File: config.mk
export PLATFORM = sky130hd
export DESIGN_NAME = mtgi_ctrl
export DESIGN_NICKNAME = d
export VERILOG_FILES = /design/src/mtgi_pkg.sv /design/src/mtgi_ctrl.sv
export SDC_FILE = /design/constraint.sdc
export NUM_CORES = 1
export LEC_CHECK = 0
export BUFFER_PORTS_ARGS = -buffer_cell sky130_fd_sc_hd__buf_2
export CAP_MARGIN = 10
export CORE_ASPECT_RATIO = 0.8
export CORE_UTILIZATION = 55
export DETAILED_ROUTE_END_ITERATION = 7
export GPL_TIMING_DRIVEN = 1
export MAX_ROUTING_LAYER = met4
export PLACE_DENSITY = 0.87
export RECOVER_POWER = 100
export SYNTH_ARGS = -nofsm -noshare
export SYNTH_HDL_FRONTEND = slang
export SYNTH_SLANG_ARGS = --single-unit
export TNS_END_PERCENT = 10
File: constraint.sdc
create_clock -name clk -period 4.8 [get_ports clk]
set_input_delay 0 -clock clk [delete_from_list [all_inputs] [get_ports clk]]
set_output_delay 0 -clock clk [all_outputs]
set_load 0.02 [all_outputs]
File: src/mtgi_pkg.sv
// Shared types, constants and codes for the masked trilinear grid interpolator.
// Depends on nothing; every other file of the block but mtgi_ram imports it.
package mtgi_pkg;

  // Default number of points per axis.
  localparam int MTGI_AXIS_POINTS = 16;

  // Fixed-point format: values are signed Q7.16, weights unsigned Q1.16.
  localparam int FRAC_BITS = 16;
  localparam int VAL_W     = 24;
  localparam int WGT_W     = FRAC_BITS + 1;
  localparam int CNT_W     = 5;
  localparam int CFG_IDX_W = 2;

  // Shared serial divider sizes and accumulator width.
  localparam int DIV_NUM_W = 42;
  localparam int DIV_DEN_W = VAL_W + 1;
  localparam int ACC_W     = DIV_NUM_W;

  localparam logic [WGT_W-1:0]        W_ONE   = {1'b1, {FRAC_BITS{1'b0}}};
  localparam logic signed [VAL_W-1:0] VAL_MAX = {1'b0, {(VAL_W-1){1'b1}}};
  localparam logic signed [VAL_W-1:0] VAL_MIN = {1'b1, {(VAL_W-1){1'b0}}};

  // Request operation codes.
  typedef enum logic [1:0] {
    OP_AXIS_WR = 2'd0,
    OP_GRID_WR = 2'd1,
    OP_QUERY   = 2'd2,
    OP_NONE    = 2'd3
  } op_t;

  // Configuration register indexes.
  typedef enum logic [CFG_IDX_W-1:0] {
    CFG_AXIS1_COUNT = 2'd0,
    CFG_AXIS2_COUNT = 2'd1,
    CFG_AXIS3_COUNT = 2'd2
  } cfg_idx_t;

  // One input request.
  typedef struct packed {
    logic [1:0]              operation;
    logic [1:0]              axis_select;
    logic [3:0]              axis_index;
    logic signed [VAL_W-1:0] axis_value;
    logic [3:0]              grid_i1;
    logic [3:0]              grid_i2;
    logic [3:0]              grid_i3;
    logic signed [VAL_W-1:0] grid_value;
    logic                    grid_populated;
    logic signed [VAL_W-1:0] query_x1;
    logic signed [VAL_W-1:0] query_x2;
    logic signed [VAL_W-1:0] query_x3;
  } item_t;

  // One result.
  typedef struct packed {
    logic signed [VAL_W-1:0] interp_value;
    logic                    interp_ok;
    logic [WGT_W-1:0]        weight_total;
  } result_t;

  // Commands from the controller to the datapath.
  typedef struct packed {
    logic clr;
    logic take;
    logic ax_start;
    logic scan_chk;
    logic lo_rd;
    logic hi_rd;
    logic hi_take;
    logic t_eval;
    logic t_take;
    logic ax_next;
    logic w12;
    logic w;
    logic mul;
    logic sum;
    logic norm;
    logic result_take;
  } cmd_t;

  // Status from the datapath to the controller.
  typedef struct packed {
    logic clr_last;
    logic is_query;
    logic single;
    logic scan_done;
    logic t_trivial;
    logic div_busy;
    logic ax_last;
    logic corner_last;
    logic wsum_zero;
    logic out_free;
  } status_t;

endpackage

File: src/mtgi_ctrl.sv
// Controller state machine: sequences clearing, searches, divisions and corner sums.
// Depends on mtgi_pkg for the command and status structs.
module mtgi_ctrl import mtgi_pkg::*; (
  input  logic    clk,
  input  logic    rst,
  input  logic    item_valid,
  output logic    item_stall,
  input  status_t sts,
  output cmd_t    cmd
);

  typedef enum logic [16:0] {
    S_CLEAR    = 17'h00001,
    S_IDLE     = 17'h00002,
    S_AX_START = 17'h00004,
    S_SCAN_RD  = 17'h00008,
    S_SCAN_CHK = 17'h00010,
    S_LO_RD    = 17'h00020,
    S_HI_RD    = 17'h00040,
    S_HI_TAKE  = 17'h00080,
    S_T_EVAL   = 17'h00100,
    S_T_DIV    = 17'h00200,
    S_AX_NEXT  = 17'h00400,
    S_W12      = 17'h00800,
    S_W        = 17'h01000,
    S_MUL      = 17'h02000,
    S_SUM      = 17'h04000,
    S_NORM     = 17'h08000,
    S_NDIV     = 17'h10000
  } state_t;

  state_t state, state_next;

  // A request is taken only in idle with room for its result.
  assign item_stall = !((state == S_IDLE) && sts.out_free);

  // State register.
  always_ff @(posedge clk) begin
    if (rst) begin
      state <= S_CLEAR;
    end else begin
      state <= state_next;
    end
  end

  // Next state and commands.
  always_comb begin
    state_next = state;
    cmd        = '0;
    unique case (state)
      S_CLEAR: begin
        cmd.clr = 1'b1;
        if (sts.clr_last) state_next = S_IDLE;
      end
      S_IDLE: begin
        if (item_valid && sts.out_free) begin
          cmd.take = 1'b1;
          if (sts.is_query) state_next = S_AX_START;
        end
      end
      S_AX_START: begin
        cmd.ax_start = 1'b1;
        state_next   = sts.single ? S_AX_NEXT : S_SCAN_RD;
      end
      S_SCAN_RD: begin
        state_next = S_SCAN_CHK;
      end
      S_SCAN_CHK: begin
        cmd.scan_chk = 1'b1;
        state_next   = sts.scan_done ? S_LO_RD : S_SCAN_RD;
      end
      S_LO_RD: begin
        cmd.lo_rd  = 1'b1;
        state_next = S_HI_RD;
      end
      S_HI_RD: begin
        cmd.hi_rd  = 1'b1;
        state_next = S_HI_TAKE;
      end
      S_HI_TAKE: begin
        cmd.hi_take = 1'b1;
        state_next  = S_T_EVAL;
      end
      S_T_EVAL: begin
        cmd.t_eval = 1'b1;
        state_next = sts.t_trivial ? S_AX_NEXT : S_T_DIV;
      end
      S_T_DIV: begin
        if (!sts.div_busy) begin
          cmd.t_take = 1'b1;
          state_next = S_AX_NEXT;
        end
      end
      S_AX_NEXT: begin
        cmd.ax_next = 1'b1;
        state_next  = sts.ax_last ? S_W12 : S_AX_START;
      end
      S_W12: begin
        cmd.w12    = 1'b1;
        state_next = S_W;
      end
      S_W: begin
        cmd.w      = 1'b1;
        state_next = S_MUL;
      end
      S_MUL: begin
        cmd.mul    = 1'b1;
        state_next = S_SUM;
      end
      S_SUM: begin
        cmd.sum    = 1'b1;
        state_next = sts.corner_last ? S_NORM : S_W12;
      end
      S_NORM: begin
        if (sts.out_free) begin
          cmd.norm   = 1'b1;
          state_next = sts.wsum_zero ? S_IDLE : S_NDIV;
        end
      end
      S_NDIV: begin
        if (!sts.div_busy && sts.out_free) begin
          cmd.result_take = 1'b1;
          state_next      = S_IDLE;
        end
      end
      default: begin
        state_next = S_IDLE;
      end
    endcase
  end

endmodule

---- After elaboration in Yosys (flattened, before gate mapping) ----
Cells that the tools add are included.
storage, ports and cells
  flip-flop bits (word level) ............. 17
  bits in latches ......................... 0
  RAM bits ................................ 0
  memory bits (read-only) ................. 0
  output and inout bits ................... 17
  memories kept ........................... 0
operators by class
  add/sub/neg operators ................... 0
  multipliers ............................. 0
  div/mod/pow operators ................... 0
  order comparisons ....................... 0
  eq/ne operators ......................... 23
  shift-type cells ........................ 0
  mux-type cells .......................... 33
  bitwise operators ....................... 0
  reduce and logical (&&, ||, !) cells .... 6
operators with widths
  operator                count
  $pmux W17 S17           1
  $mux W17                7
  $mux W11                2
  $mux W1                 20
  $eq A17 B1 Y1 const B   1
  $eq A17 B10 Y1 const B  1
  $eq A17 B11 Y1 const B  1
  $eq A17 B12 Y1 const B  1
  $eq A17 B13 Y1 const B  1
  $eq A17 B14 Y1 const B  1
  $eq A17 B15 Y1 const B  1
  $eq A17 B16 Y1 const B  1
  $eq A17 B17 Y1 const B  1
  $eq A17 B2 Y1 const B   1
  $eq A17 B3 Y1 const B   1
  $eq A17 B4 Y1 const B   1
  $eq A17 B5 Y1 const B   1
  $eq A17 B6 Y1 const B   1
  $eq A17 B7 Y1 const B   1
  $eq A17 B8 Y1 const B   1
  $eq A17 B9 Y1 const B   1
  $mux W16                1
  $mux W12                1
  $ne A2 B2 Y1 const B    5
  5 further kinds         8

---- Logic depth before layout (Yosys ltp) ----
  depth after elaboration ................. 4
  mapped depth ............................ 7
  depth with buffers taken out ............ 5

---- Least setup slack after synthesis ----
OpenSTA, ideal clock, no wires.
  kind .................................... register to register
  start point ............................. register state[4]
  end point ............................... register state[11]
  setup time .............................. 0.069 ns
  arrival ................................. 2.323 ns
  slack ................................... 2.408 ns
  cell stages (with the launch flop) ...... 7
  buffers on the path ..................... 1
  clock period less this slack ............ 2.392 ns
  path through ............................ dfxtp_1 clkbuf_1 nor4_2 nand4_1 nor4_1 a22oi_1 nor2_1
between the ends
  cells in the longest elaborated chain, start to end .. 3
  elaborated cells between the ends (all ways) .. 25
ends and longest elaborated chain
  what                                                           RTL line         text
  start: declaration                                             mtgi_ctrl.sv:32  state_t state, state_next;
  start signal: assignment                                       mtgi_ctrl.sv:42  state <= state_next;
  $eq A17 B17 Y1 (tied with other cells)                         mtgi_ctrl.sv:50  unique case (state)
  $ne A2 B2 Y1 (no line) / $ne A2 B1 Y1 (equally long branches)  n/a
  $reduce_and A6 Y1 (no line)                                    n/a
Several ways; a longest one is shown, not always the timed one.
A chain may end at the register's enable or synchronous reset.

---- Final worst setup path ----
  start point ............................. register state[13]
  end point ............................... register state[10]
Same word-level chain as after synthesis.

==> results by group <==
Outcome
  – Status: finished clean

Critical path
  – Startpoint types: flop
  – Flop2flop setup slack: 1.54 ns
  – Worst path required time: 5.05 ns
  – Setup Crit Path Kind: flop to flop
  – Endpoint type of the worst setup path: flop
  – CP max FO: 8
  – Worst path arrival time: 3.51 ns

Finish
  – Largest reg by FF count: state
  – Fin area: 0.00133 mm²
  – Synthesis-to-finish area growth: 21.4%
  – Largest regs: state x17
  – Post-layout net count: 189
  – Layout cells sized above 1: 13.7%
  – Antenna fix cells: 0
  – Largest register FFs: 17

Die
  – Top-Level Pins: 30
  – Die Footprint: 0.00218 mm²
  – Die X: 52.0 µm
  – Die height: 42.0 µm
  – Initial Util: 58.6%
  – Row count: 14
  – Std-Cell Core Area: 0.00187 mm²

Global routing
  – Gr busiest metal: met2
  – Largest net degree at the start of global routing: 11
  – Vias in the first global route: 1097
  – First-pass GRT wire length: 4.96 mm
  – GR Overflow Total: 0
  – Antenna violations before repair: 0
  – Overall Global Routing Usage: 31.8%
  – Met2 global-route usage: 48.5%
  – Met1 usage: 41.4%
  – GR met3 Demand/Resource: 7.61%

CTS
  – CTS tree: built
  – Post-CTS sizing: 0
  – Num CTS Buffers: 3
  – Clock Tree Root: clkbuf_4
  – Worst-Skew Late Latency: 0.31 ns
  – Clock-pin slew on the worst setup and hold paths: 0.11 ns
  – Clock Sinks: 17
  – Buffers from clock root to sink, at most: 2
  – H-tree lvl count: 1

Logic synthesis
  – Area leader, netlist: dfxtp_1
  – Post-synthesis cell type count: 42
  – Ys flop type: dfxtp_1
  – Area contributors post-synth: dfxtp_1, nor2_1, inv_1, nand2b_1, nand4_1
  – Synthesized flop and latch total: 17
  – Mapped Area: 0.00110 mm²
  – Post-Synthesis Cells: 138
  – Yosys top cell area share: 31.0%
  – Synth Area per Inst: 7.96 µm²
  – Yosys warning total: 0
  – Asr flop ratio synth: 0%
  – Seq/Total Area, Yosys: 31.0%
  – Number of synthesized flops with an enable pin: 0
  – Synth Net Count: 151

STA
  – Setup_tns: 0 ns
  – Fin. max-slew vios: 0
  – Final Hold Vio Count: 0
  – Least-Margin Pin Slew: 1.05 ns
  – Max Clk Rate: 306 MHz
  – Slew margin rel.: 29.5%
  – Hold_ws: 0.00603 ns
  – Fin crit share: 68.0%
  – RSZ-0062 raised after global routing: no
  – Final-report setup violation count: 0
  – Worst Skew: 0.00291 ns
  – Final min period: 3.26 ns

Drt
  – Post-route ant nets: 0
  – Violation count after the first detailed-route iteration: 65
  – Vias: 1237
  – Drt pass-1 iters: 5
  – Vias per cell: 6.22
  – Final wirelength: 2.96 mm
  – Remaining DRCs: 0
  – Mean routed wirelength per cell: 14.9 µm

Placement
  – Final HPWL DP: 2.13 mm
  – # port buffers: 29
  – Placed cell area: 0.00124 mm²
  – Final RePlAce weighted congestion: 0.846

Power
  – Total design power: 283 µW
  – Leakage: 0.558 nW
  – Cell Pwr Density: 212 mW/mm²
  – Max IR drop VDD: 0.196 mV

Min path
  – Hold crit path type: input port to flop

Run
  – Max_cap viols: 0
==> power by group <==
group / leakage [nW] / internal, mW / switching [mW]
registers: 0.138 / 0.144 / 0.00488
clock network: 0.0177 / 0.0312 / 0.0511
logic: 0.403 / 0.0204 / 0.0319
total: 0.558 / 0.195 / 0.0879
==> cell type report <==
| type | count | area [µm²] |
|---|---|---|
| repair buffers | 39 | 226 |
| multi-input cells | 105 | 672 |
| clock inverters | 1 | 5.00 |
| fillers | 164 | 541 |
| clock buffers | 3 | 22.5 |
| inverters | 10 | 37.5 |
| well taps | 24 | 30.0 |
| flip-flops and latches | 17 | 340 |
==> Yosys cell counts, types with 2 or more instances <==
| master | n |
|---|---|
| nor2_1 | 18 |
| dfxtp_1 | 17 |
| inv_1 | 10 |
| a21oi_1 | 7 |
| nor3_1 | 7 |
| nand2b_1 | 6 |
| nand3_1 | 6 |
| nand4_1 | 6 |
| nand2_1 | 5 |
| nor4_1 | 5 |
| clkbuf_1 | 4 |
| nor3b_1 | 3 |
| nor4_2 | 3 |
| nor4b_1 | 3 |
| o21ai_0 | 3 |
| xor2_1 | 3 |
| a2bb2oi_1 | 2 |
| and3_1 | 2 |
| o211ai_1 | 2 |
| or2_2 | 2 |
| or4_1 | 2 |
| or4b_1 | 2 |
==> metal layers <==
layer / vias up / routed length (µm)
met2: 59 / 1360
li1: 593 / -
met4: 0 / 66
met5: - / 0
met1: 571 / 1360
met3: 14 / 172
==> per-stage QoR <==
stage	setup slack, ns	util, %	instances
floorplan	2.41	-	138
global placement	2.40	66.4	185
detailed placement	2.32	66.4	185
CTS	1.94	73.2	199
global route	1.07	71.2	199
finish	1.54	71.2	199
==> path summary, 6_finish.rpt <==
kind,end,startpoint,cells past startpoint
worst max-delay path,state[10],state[13],6
worst min-delay path,state[15],rst,2
worst max register to register,state[10],state[13],6
worst min register to register,state[8],state[7],2
==> cell families after synthesis <==
family	after synthesis	share of synthesized area [%]
and+or+nand+nor	78	44.0
AOI/OAI and AO/OA	23	15.7
DFF	17	31.0
buffers and inverters	16	6.15
xor gates and xnor gates	4	3.19
==> layout by cell type, fill, tap and decap left out, types with 2 or more instances in the layout <==
cell,synthesis,layout
a21oi_1,7,7
a2bb2oi_1,2,2
and3_1,2,2
buf_2,0,14
clkbuf_1,4,15
clkbuf_4,0,3
dfxtp_1,17,17
dlygate4sd3_1,0,10
inv_1,10,10
nand2_1,5,5
nand2b_1,6,6
nand3_1,6,6
nand4_1,6,6
nor2_1,18,18
nor3_1,7,7
nor3b_1,3,3
nor4_1,5,7
nor4b_1,3,4
o211ai_1,2,2
o21ai_0,3,3
or2_2,2,2
or4_1,2,2
or4b_1,2,2
xor2_1,3,3
==> what timing repair did <==
item / 4_1_cts / 5_1_grt
endpoints found under the setup margin: 0 / 0
hold endpoints to repair: 8 / 0
setup buffers: 0 / 0
hold buffers: 10 / 0
==> worst max-delay path, stage by stage, from the launching register on <==
cell and delay, ns:
dfxtp_1 0.38, nor4_1 0.90, nand4_1 0.50, nor4b_1 0.61, a221oi_1 0.14, dlygate4sd3_1 0.59, nor2_1 0.08
Note: power is estimated with default switching activity, not from simulation.
